==> config.mk <==
export PLATFORM = sky130hd
export DESIGN_NAME = segmented_sum_top3_tracker_flat
export DESIGN_NICKNAME = d
export VERILOG_FILES = /design/src/hw/rtl/sst3_pkg.sv /design/src/hw/rtl/sst3_if.sv /design/src/hw/rtl/segmented_sum_top3_tracker.sv /design/src/flat_wrapper.sv
export VERILOG_INCLUDE_DIRS = /design/src /design/src/hw/rtl
export SDC_FILE = /design/constraint.sdc
export NUM_CORES = 1
export LEC_CHECK = 0
export BUFFER_PORTS_ARGS = -buffer_cell sky130_fd_sc_hd__buf_2
export CORE_MARGIN = 5
export CORE_UTILIZATION = 60
export DETAILED_ROUTE_END_ITERATION = 10
export GPL_TIMING_DRIVEN = 0
export PLACE_DENSITY = 0.83
export RECOVER_POWER = 25
export SYNTH_ARGS = -nofsm -noshare
export SYNTH_HDL_FRONTEND = slang
export SYNTH_SLANG_ARGS = --single-unit
==> constraint.sdc <==
create_clock -name clk_i -period 11.63 [get_ports clk_i]
set_input_delay 0 -clock clk_i [delete_from_list [all_inputs] [get_ports clk_i]]
set_output_delay 0 -clock clk_i [all_outputs]
set_load 0.05 [all_outputs]
==> src/hw/rtl/segmented_sum_top3_tracker_defines.svh <==
// assertion macros for segmented_sum_top3_tracker.sv
`ifndef SEGMENTED_SUM_TOP3_TRACKER_DEFINES_SVH
`define SEGMENTED_SUM_TOP3_TRACKER_DEFINES_SVH

`ifndef NO_ASSERTIONS
// checked outside reset only
`define SST3_ASSERT(lbl, prop, msg) \
  lbl: assert property (@(posedge clk_i) disable iff (!rst_ni) prop) else $error(msg);
// checked on every edge, reset included
`define SST3_ASSERT_ALWAYS(lbl, prop, msg) \
  lbl: assert property (@(posedge clk_i) prop) else $error(msg);
`else
`define SST3_ASSERT(lbl, prop, msg)
`define SST3_ASSERT_ALWAYS(lbl, prop, msg)
`endif

`endif

==> src/hw/rtl/sst3_pkg.sv <==
package sst3_pkg;

  // fixed field widths
  localparam int unsigned CharWidth    = 8;
  localparam int unsigned LargestWidth = 32;
  localparam int unsigned TopSumWidth  = 34;
  localparam int unsigned DigitWidth   = 4;

  // character codes
  localparam logic [CharWidth-1:0] CharZero    = 8'h30;
  localparam logic [CharWidth-1:0] CharNine    = 8'h39;
  localparam logic [CharWidth-1:0] CharNewline = 8'h0A;

endpackage

==> src/hw/rtl/sst3_if.sv <==
interface sst3_in_if import sst3_pkg::*; ();
  logic                 valid;
  logic                 ready;
  logic [CharWidth-1:0] char_byte;
  logic                 end_of_input;

  modport source (output valid, output char_byte, output end_of_input, input ready);
  modport sink   (input valid, input char_byte, input end_of_input, output ready);
endinterface

interface sst3_out_if import sst3_pkg::*; ();
  logic                    valid;
  logic                    ready;
  logic [LargestWidth-1:0] largest_sum;
  logic [TopSumWidth-1:0]  top_three_sum;
  logic                    group_closed;

  modport source (output valid, output largest_sum, output top_three_sum,
                  output group_closed, input ready);
  modport sink   (input valid, input largest_sum, input top_three_sum,
                  input group_closed, output ready);
endinterface

==> src/hw/rtl/segmented_sum_top3_tracker.sv <==
// path: an accepted input beat enters the input register, its result the result register
// throughput: one beat per cycle while out_o.ready drains results; the whole per-byte
//   update (multiply by ten, saturating add, three compares) is one combinational step
//   between the two registers
// reset: asynchronous, active low; clears line, group and top-three state and empties
//   both register stages
`include "segmented_sum_top3_tracker_defines.svh"

module segmented_sum_top3_tracker import sst3_pkg::*; #(
  parameter int unsigned SUM_WIDTH = 32,
  parameter int unsigned TOP_COUNT = 3
) (
  input  logic      clk_i,
  input  logic      rst_ni,
  sst3_in_if.sink   in_i,
  sst3_out_if.source out_o
);

  localparam int unsigned SW = SUM_WIDTH;

  // ---------------------------------------------------------------------------
  // handshake: input register feeds the update, result register feeds out_o
  // ---------------------------------------------------------------------------
  logic                 in_valid_q;
  logic [CharWidth-1:0] in_char_q;
  logic                 in_eoi_q;
  logic                 out_valid_q;
  logic                 advance;

  // an item moves on when the result register is empty or being drained
  assign advance       = in_valid_q && (!out_valid_q || out_o.ready);
  assign in_i.ready    = !in_valid_q || advance;

  always_ff @(posedge clk_i or negedge rst_ni) begin
    if (!rst_ni) begin
      in_valid_q <= 1'b0;
    end else if (in_i.ready) begin
      in_valid_q <= in_i.valid;
    end
  end

  // input payload, no reset needed
  always_ff @(posedge clk_i) begin
    if (in_i.valid && in_i.ready) begin
      in_char_q <= in_i.char_byte;
      in_eoi_q  <= in_i.end_of_input;
    end
  end

  // ---------------------------------------------------------------------------
  // tracker state
  // ---------------------------------------------------------------------------
  logic [SW-1:0] line_value_q, line_value_d;
  logic          line_has_digit_q, line_has_digit_d;
  logic [SW-1:0] group_sum_q, group_sum_d;
  logic [SW-1:0] top_low_q, top_low_d;
  logic [SW-1:0] top_mid_q, top_mid_d;
  logic [SW-1:0] top_high_q, top_high_d;

  // ---------------------------------------------------------------------------
  // per-byte update
  // ---------------------------------------------------------------------------
  logic                  is_digit;
  logic                  is_newline;
  logic [DigitWidth-1:0] digit;
  logic [SW+3:0]         line_next;      // line_value * 10 + digit, with headroom
  logic [SW-1:0]         line_sat;
  logic [SW:0]           group_plus;     // group_sum + line_value, with carry
  logic [SW-1:0]         group_fin;      // group sum once the pending line is folded in
  logic                  close_grp;
  logic                  gt_low, gt_mid, gt_high;
  logic [SW+1:0]         three_sum;

  assign is_digit   = (in_char_q >= CharZero) && (in_char_q <= CharNine);
  assign is_newline = (in_char_q == CharNewline);
  assign digit      = DigitWidth'(in_char_q - CharZero);

  // times ten as shift-and-add; overflow shows in the top four bits
  assign line_next = ({4'b0000, line_value_q} << 3) + ({4'b0000, line_value_q} << 1)
                   + (SW+4)'(digit);
  assign line_sat  = (line_next[SW+3:SW] != 4'b0000) ? '1 : line_next[SW-1:0];

  // saturating add of the pending line into the group
  assign group_plus = {1'b0, group_sum_q} + {1'b0, line_value_q};
  always_comb begin
    if (!line_has_digit_q) begin
      group_fin = group_sum_q;
    end else if (group_plus[SW]) begin
      group_fin = '1;
    end else begin
      group_fin = group_plus[SW-1:0];
    end
  end

  // a blank line or end of input closes; a digit-less line only counts as blank
  assign close_grp = in_eoi_q || (is_newline && !line_has_digit_q);

  // strict compares, so a tie ranks below the entry already held
  assign gt_high = group_fin > top_high_q;
  assign gt_mid  = group_fin > top_mid_q;
  assign gt_low  = group_fin > top_low_q;

  always_comb begin
    line_value_d     = line_value_q;
    line_has_digit_d = line_has_digit_q;
    group_sum_d      = group_sum_q;
    top_low_d        = top_low_q;
    top_mid_d        = top_mid_q;
    top_high_d       = top_high_q;

    if (in_eoi_q || is_newline) begin
      // line ends either way
      line_value_d     = '0;
      line_has_digit_d = 1'b0;
      group_sum_d      = close_grp ? '0 : group_fin;
    end else if (is_digit) begin
      line_value_d     = line_sat;
      line_has_digit_d = 1'b1;
    end

    if (close_grp) begin
      // insert into the sorted set; unused low slots stay zero
      if (gt_high) begin
        top_high_d = group_fin;
        if (TOP_COUNT >= 2) top_mid_d = top_high_q;
        if (TOP_COUNT >= 3) top_low_d = top_mid_q;
      end else if (gt_mid && (TOP_COUNT >= 2)) begin
        top_mid_d = group_fin;
        if (TOP_COUNT >= 3) top_low_d = top_mid_q;
      end else if (gt_low && (TOP_COUNT >= 3)) begin
        top_low_d = group_fin;
      end
    end
  end

  assign three_sum = {2'b00, top_low_d} + {2'b00, top_mid_d} + {2'b00, top_high_d};

  always_ff @(posedge clk_i or negedge rst_ni) begin
    if (!rst_ni) begin
      line_value_q     <= '0;
      line_has_digit_q <= 1'b0;
      group_sum_q      <= '0;
      top_low_q        <= '0;
      top_mid_q        <= '0;
      top_high_q       <= '0;
    end else if (advance) begin
      line_value_q     <= line_value_d;
      line_has_digit_q <= line_has_digit_d;
      group_sum_q      <= group_sum_d;
      top_low_q        <= top_low_d;
      top_mid_q        <= top_mid_d;
      top_high_q       <= top_high_d;
    end
  end

  // ---------------------------------------------------------------------------
  // result register
  // ---------------------------------------------------------------------------
  logic [LargestWidth-1:0] largest_q;
  logic [TopSumWidth-1:0]  top_sum_q;
  logic                    closed_q;

  always_ff @(posedge clk_i or negedge rst_ni) begin
    if (!rst_ni) begin
      out_valid_q <= 1'b0;
    end else if (advance) begin
      out_valid_q <= 1'b1;
    end else if (out_o.ready) begin
      out_valid_q <= 1'b0;
    end
  end

  always_ff @(posedge clk_i) begin
    if (advance) begin
      // fields carry the low bits, zero-extended when the sums are narrower
      largest_q <= LargestWidth'(top_high_d);
      top_sum_q <= TopSumWidth'(three_sum);
      closed_q  <= close_grp;
    end
  end

  assign out_o.valid         = out_valid_q;
  assign out_o.largest_sum   = largest_q;
  assign out_o.top_three_sum = top_sum_q;
  assign out_o.group_closed  = closed_q;

  // ---------------------------------------------------------------------------
  // assertions
  // ---------------------------------------------------------------------------
  `SST3_ASSERT_ALWAYS(a_top_sorted, (top_low_q <= top_mid_q) && (top_mid_q <= top_high_q), "top set out of order")
  `SST3_ASSERT(a_closed_clears_group, (out_valid_q && closed_q) |-> (group_sum_q == '0), "group sum not cleared on close")
  `SST3_ASSERT(a_largest_tracks_top, out_valid_q |-> (largest_q == LargestWidth'(top_high_q)), "largest sum out of step with state")
  `SST3_ASSERT(a_ready_when_drained, !out_valid_q |-> in_i.ready, "input stalled with empty result register")
  `SST3_ASSERT_ALWAYS(a_empty_line_zero, !line_has_digit_q |-> (line_value_q == '0), "line value without digit")

endmodule

==> src/flat_wrapper.sv <==
// flat-port wrapper written by rule: the top's interface ports become plain ports
module segmented_sum_top3_tracker_flat import sst3_pkg::*;
#(
  parameter int unsigned SUM_WIDTH = 32,
  parameter int unsigned TOP_COUNT = 3
)
  (clk_i, rst_ni, in_i_valid, in_i_char_byte, in_i_end_of_input, in_i_ready, out_o_valid, out_o_largest_sum, out_o_top_three_sum, out_o_group_closed, out_o_ready);
  sst3_in_if in_i_i ();
  sst3_out_if out_o_i ();
  input  logic clk_i;
  input  logic rst_ni;
  input wire logic [$bits(in_i_i.valid)-1:0] in_i_valid;
  input wire logic [$bits(in_i_i.char_byte)-1:0] in_i_char_byte;
  input wire logic [$bits(in_i_i.end_of_input)-1:0] in_i_end_of_input;
  output wire logic [$bits(in_i_i.ready)-1:0] in_i_ready;
  output wire logic [$bits(out_o_i.valid)-1:0] out_o_valid;
  output wire logic [$bits(out_o_i.largest_sum)-1:0] out_o_largest_sum;
  output wire logic [$bits(out_o_i.top_three_sum)-1:0] out_o_top_three_sum;
  output wire logic [$bits(out_o_i.group_closed)-1:0] out_o_group_closed;
  input wire logic [$bits(out_o_i.ready)-1:0] out_o_ready;
  assign in_i_i.valid = in_i_valid;
  assign in_i_i.char_byte = in_i_char_byte;
  assign in_i_i.end_of_input = in_i_end_of_input;
  assign in_i_ready = in_i_i.ready;
  assign out_o_valid = out_o_i.valid;
  assign out_o_largest_sum = out_o_i.largest_sum;
  assign out_o_top_three_sum = out_o_i.top_three_sum;
  assign out_o_group_closed = out_o_i.group_closed;
  assign out_o_i.ready = out_o_ready;
  segmented_sum_top3_tracker #(.SUM_WIDTH(SUM_WIDTH), .TOP_COUNT(TOP_COUNT)) u_core (.clk_i(clk_i), .rst_ni(rst_ni), .in_i(in_i_i), .out_o(out_o_i));
endmodule
==> results.toml <==
[outcome]
status = "finished with violations"
violations = "capacitance limit, slew limit"

[logic_synthesis]
synth_edf_count = 76
ys_seq_area_share_pct = 32.4
syn-num-nets = 2432
ys.flop_type = "dfrtp_1"
yosysWarnings = 0
synth_area_mm2 = 0.0196
synthDistinctLibCells = 88
async_reset_ff_share_pct = 68.2
avgSynthCellArea_um2 = 9.09
synthCells = 2159
synth_seq_cells = 239

[worst_setup_path]
cp_data_arrival_time_ns = 11.51
cpPeakStageDelay_ns = 0.60
endpoint_kind = "flop"
worstPathMaxFanout = 10
slowest_stage = "or4_4"
worstSetupPathType = "flop to flop"
startpoint_type = "flop"
cp_data_required_time_ns = 11.92

[worst_hold_path]
hp-class = "input pin to flop"

[die]
die-area_mm2 = 0.0364
ios = 82
num_rows = 66
initial_core_util_pct = 60.5
die_h_um = 191
coreArea_mm2 = 0.0325
die_x_um = 191

[grt]
antenna_found_initial = 0
grt_pass1_wl_um = 95900
grt_overflow = 0
grt_usage_pct = 33.0
grt_pass1_vias = 18100
grt_max_degree = 92

[cts]
cts_buffers = 28
clkLatencyLatePin_ns = 0.57
cts_tree = "done"
cts_sinks = 239
root_buffer = "clkbuf_16"
htree_levels = 1
path_clk_slew_ns = 0.06
ctsLongestPathBuffers = 3

[routing]
wire_per_inst_um = 22.4
drtPass1Iterations = 10
avgViaCountPerCell = 6.64
vias = 18300
drc = 0
drt-initial-drc-count = 2251
wl_um = 61800
ant_nets = 0

[timing]
worst_slew_pin_slew_ns = 5.00
slew_headroom_pct = -233
fmax_mhz = 89.1
period_needed_ns = 11.22
final-setup-viol-count = 0
hold_ws_ns = 0.138
slew_violations = 166
finClkSkew_ns = 0.0336
finalCritPeriodShare_pct = 96.5
hold_viol = 0

[final_layout]
area_delta_synth_final_pct = 12.2
antennaDiodeCount = 0
nets = 2566
drive_above_1_share_pct = 10.6

[placed_design]
globalplace.congestion = 0.993
dp_hpwl_um = 47100
io_buffers = 81

[job]
drv_cap = 2
==> through the flow <==
stage / instances / util (%) / worst slack (ns) / TNS (ns) / cell area (um2)
global route: 2757 / 67.9 / -0.0512 / -0.0973 / 22000
finish: 2757 / 67.9 / 0.409 / 0 / 22000
global placement: 2682 / 63.5 / -0.355 / -1.83 / 20600
floorplan: 2159 / - / 1.98 / 0 / 19600
detailed placement: 2684 / 63.7 / -0.623 / -4.26 / 20700
CTS: 2749 / 67.2 / 0.00126 / 0 / 21800
==> kinds of logic (layout without fill, tap and decap cells) <==
logic type	Yosys count	count (layout)	synth area share, %
buffers and inverters	238	394	4.87
flip-flops	239	239	32.4
AO/OA/AOI/OAI	789	789	28.4
multiplexers	1	1	0.0510
adder cells (fa/ha/maj)	260	260	16.8
AND/OR/NAND/NOR	530	530	13.0
XOR/XNOR	102	102	4.55
==> registers in the layout, summed over array words and instances (netlist names) <==
| signal | flops |
|---|---|
| u_core.top_low_q | 32 |
| u_core.line_has_digit_q | 1 |
| u_core.in_char_q | 8 |
| u_core.out_o.top_three_sum | 34 |
| u_core.in_valid_q | 1 |
| u_core.line_value_q | 32 |
| u_core.out_o.group_closed | 1 |
| u_core.out_o.largest_sum | 32 |
| u_core.top_mid_q | 32 |
| u_core.group_sum_q | 32 |
| u_core.in_eoi_q | 1 |
| u_core.top_high_q | 32 |
| u_core.out_o.valid | 1 |
==> critical path: cells and delay by family, from the launching register on <==
kind	cells	cell delay [ns]
AND/OR/NAND/NOR	14	2.83
XOR/XNOR	2	0.24
flip-flops	1	0.46
AO/OA/AOI/OAI	18	4.23
adder cells (fa/ha/maj)	5	1.67
buffers and inverters	7	1.49
==> timing repair <==
item,CTS,global route
pin swaps,1,6
hold buffers,13,0
endpoints found under the hold margin,174,0
endpoints found under the setup margin,12,12
cloned,0,0
resized for setup,14,46
buffers inserted,0,8
==> placed cells by master (no fill, tap or decap), types with 40 or more instances in the layout <==
cell / n
a221o_1: 40
a21o_1: 86
buf_2: 99
ha_1: 255
nand2_1: 178
inv_1: 149
a21oi_1: 143
clkbuf_1: 55
xnor2_1: 74
edfxtp_1: 76
o21ai_0: 164
dfrtp_1: 163
nor2_1: 126
==> cells in the mapped netlist (all sizes together) (7+ instances only) <==
cell type | number | area share (%)
ha | 255 | 16
nand2 | 179 | 3.4
o21ai | 178 | 4.6
dfrtp | 163 | 21
a21oi | 154 | 4.1
inv | 151 | 2.9
nor2 | 131 | 2.6
a21o | 86 | 3.3
edfxtp | 76 | 12
xnor2 | 74 | 3.3
clkbuf | 54 | 1.0
o22ai | 47 | 2.3
a221o | 40 | 2.0
nand3 | 38 | 0.99
nand4 | 35 | 1.1
buf | 32 | 0.93
nor3 | 32 | 0.87
a221oi | 31 | 1.4
o21a | 28 | 1.1
xor2 | 28 | 1.2
a222oi | 27 | 1.4
o221ai | 27 | 1.2
nand2b | 24 | 0.76
a31oi | 22 | 0.73
nor2b | 22 | 0.70
o21bai | 22 | 0.84
a22oi | 20 | 0.76
and3 | 17 | 0.54
o211ai | 16 | 0.61
a211oi | 14 | 0.54
and2 | 13 | 0.41
o31ai | 9 | 0.34
a211o | 8 | 0.36
or2 | 8 | 0.25
a22o | 7 | 0.31
o211a | 7 | 0.40
==> final timing paths <==
path	startpoint	to	slack [ns]	cells after the start
setup / recovery	u_core.line_value_q[0]$_DFFE_PN0P_	u_core.out_o.top_three_sum[28]$_DFFE_PP_	0.41	46
hold / removal	in_i_char_byte[7]	u_core.in_char_q[7]$_DFFE_PP_	0.14	2
setup reg to reg	u_core.line_value_q[0]$_DFFE_PN0P_	u_core.out_o.top_three_sum[28]$_DFFE_PP_	0.41	46
hold reg to reg	u_core.in_valid_q$_DFFE_PN0N_	u_core.out_o.valid$_DFFE_PN0P_	0.51	1
max in group asynchronous	rst_ni	u_core.top_high_q[22]$_DFFE_PN0P_	4.07	3
min in group asynchronous	rst_ni	u_core.line_value_q[1]$_DFFE_PN0P_	1.32	2
==> metal layers <==
layer  vias to the layer above  GRT usage [%]  part of all wire [%]
li1                       8469              -                     -
met1                      8664           42.1                    39
met2                       963           56.4                    47
met3                       200           4.27                   8.4
met4                         0           14.7                   4.8
met5                         -              0                     0
==> area by class of cell <==
class	instances	area, um2
clock buffer	42	835
inverter	152	571
multi-input combinational	1682	12600
fill	2601	10400
tap	442	553
clock inverter	10	115
buffer	86	403
sequential	239	6360
timing repair buffer	104	626
Power is left out: the tool's default activity adds up to more than one toggle a clock period on the data nets, which glitch-free logic cannot reach.
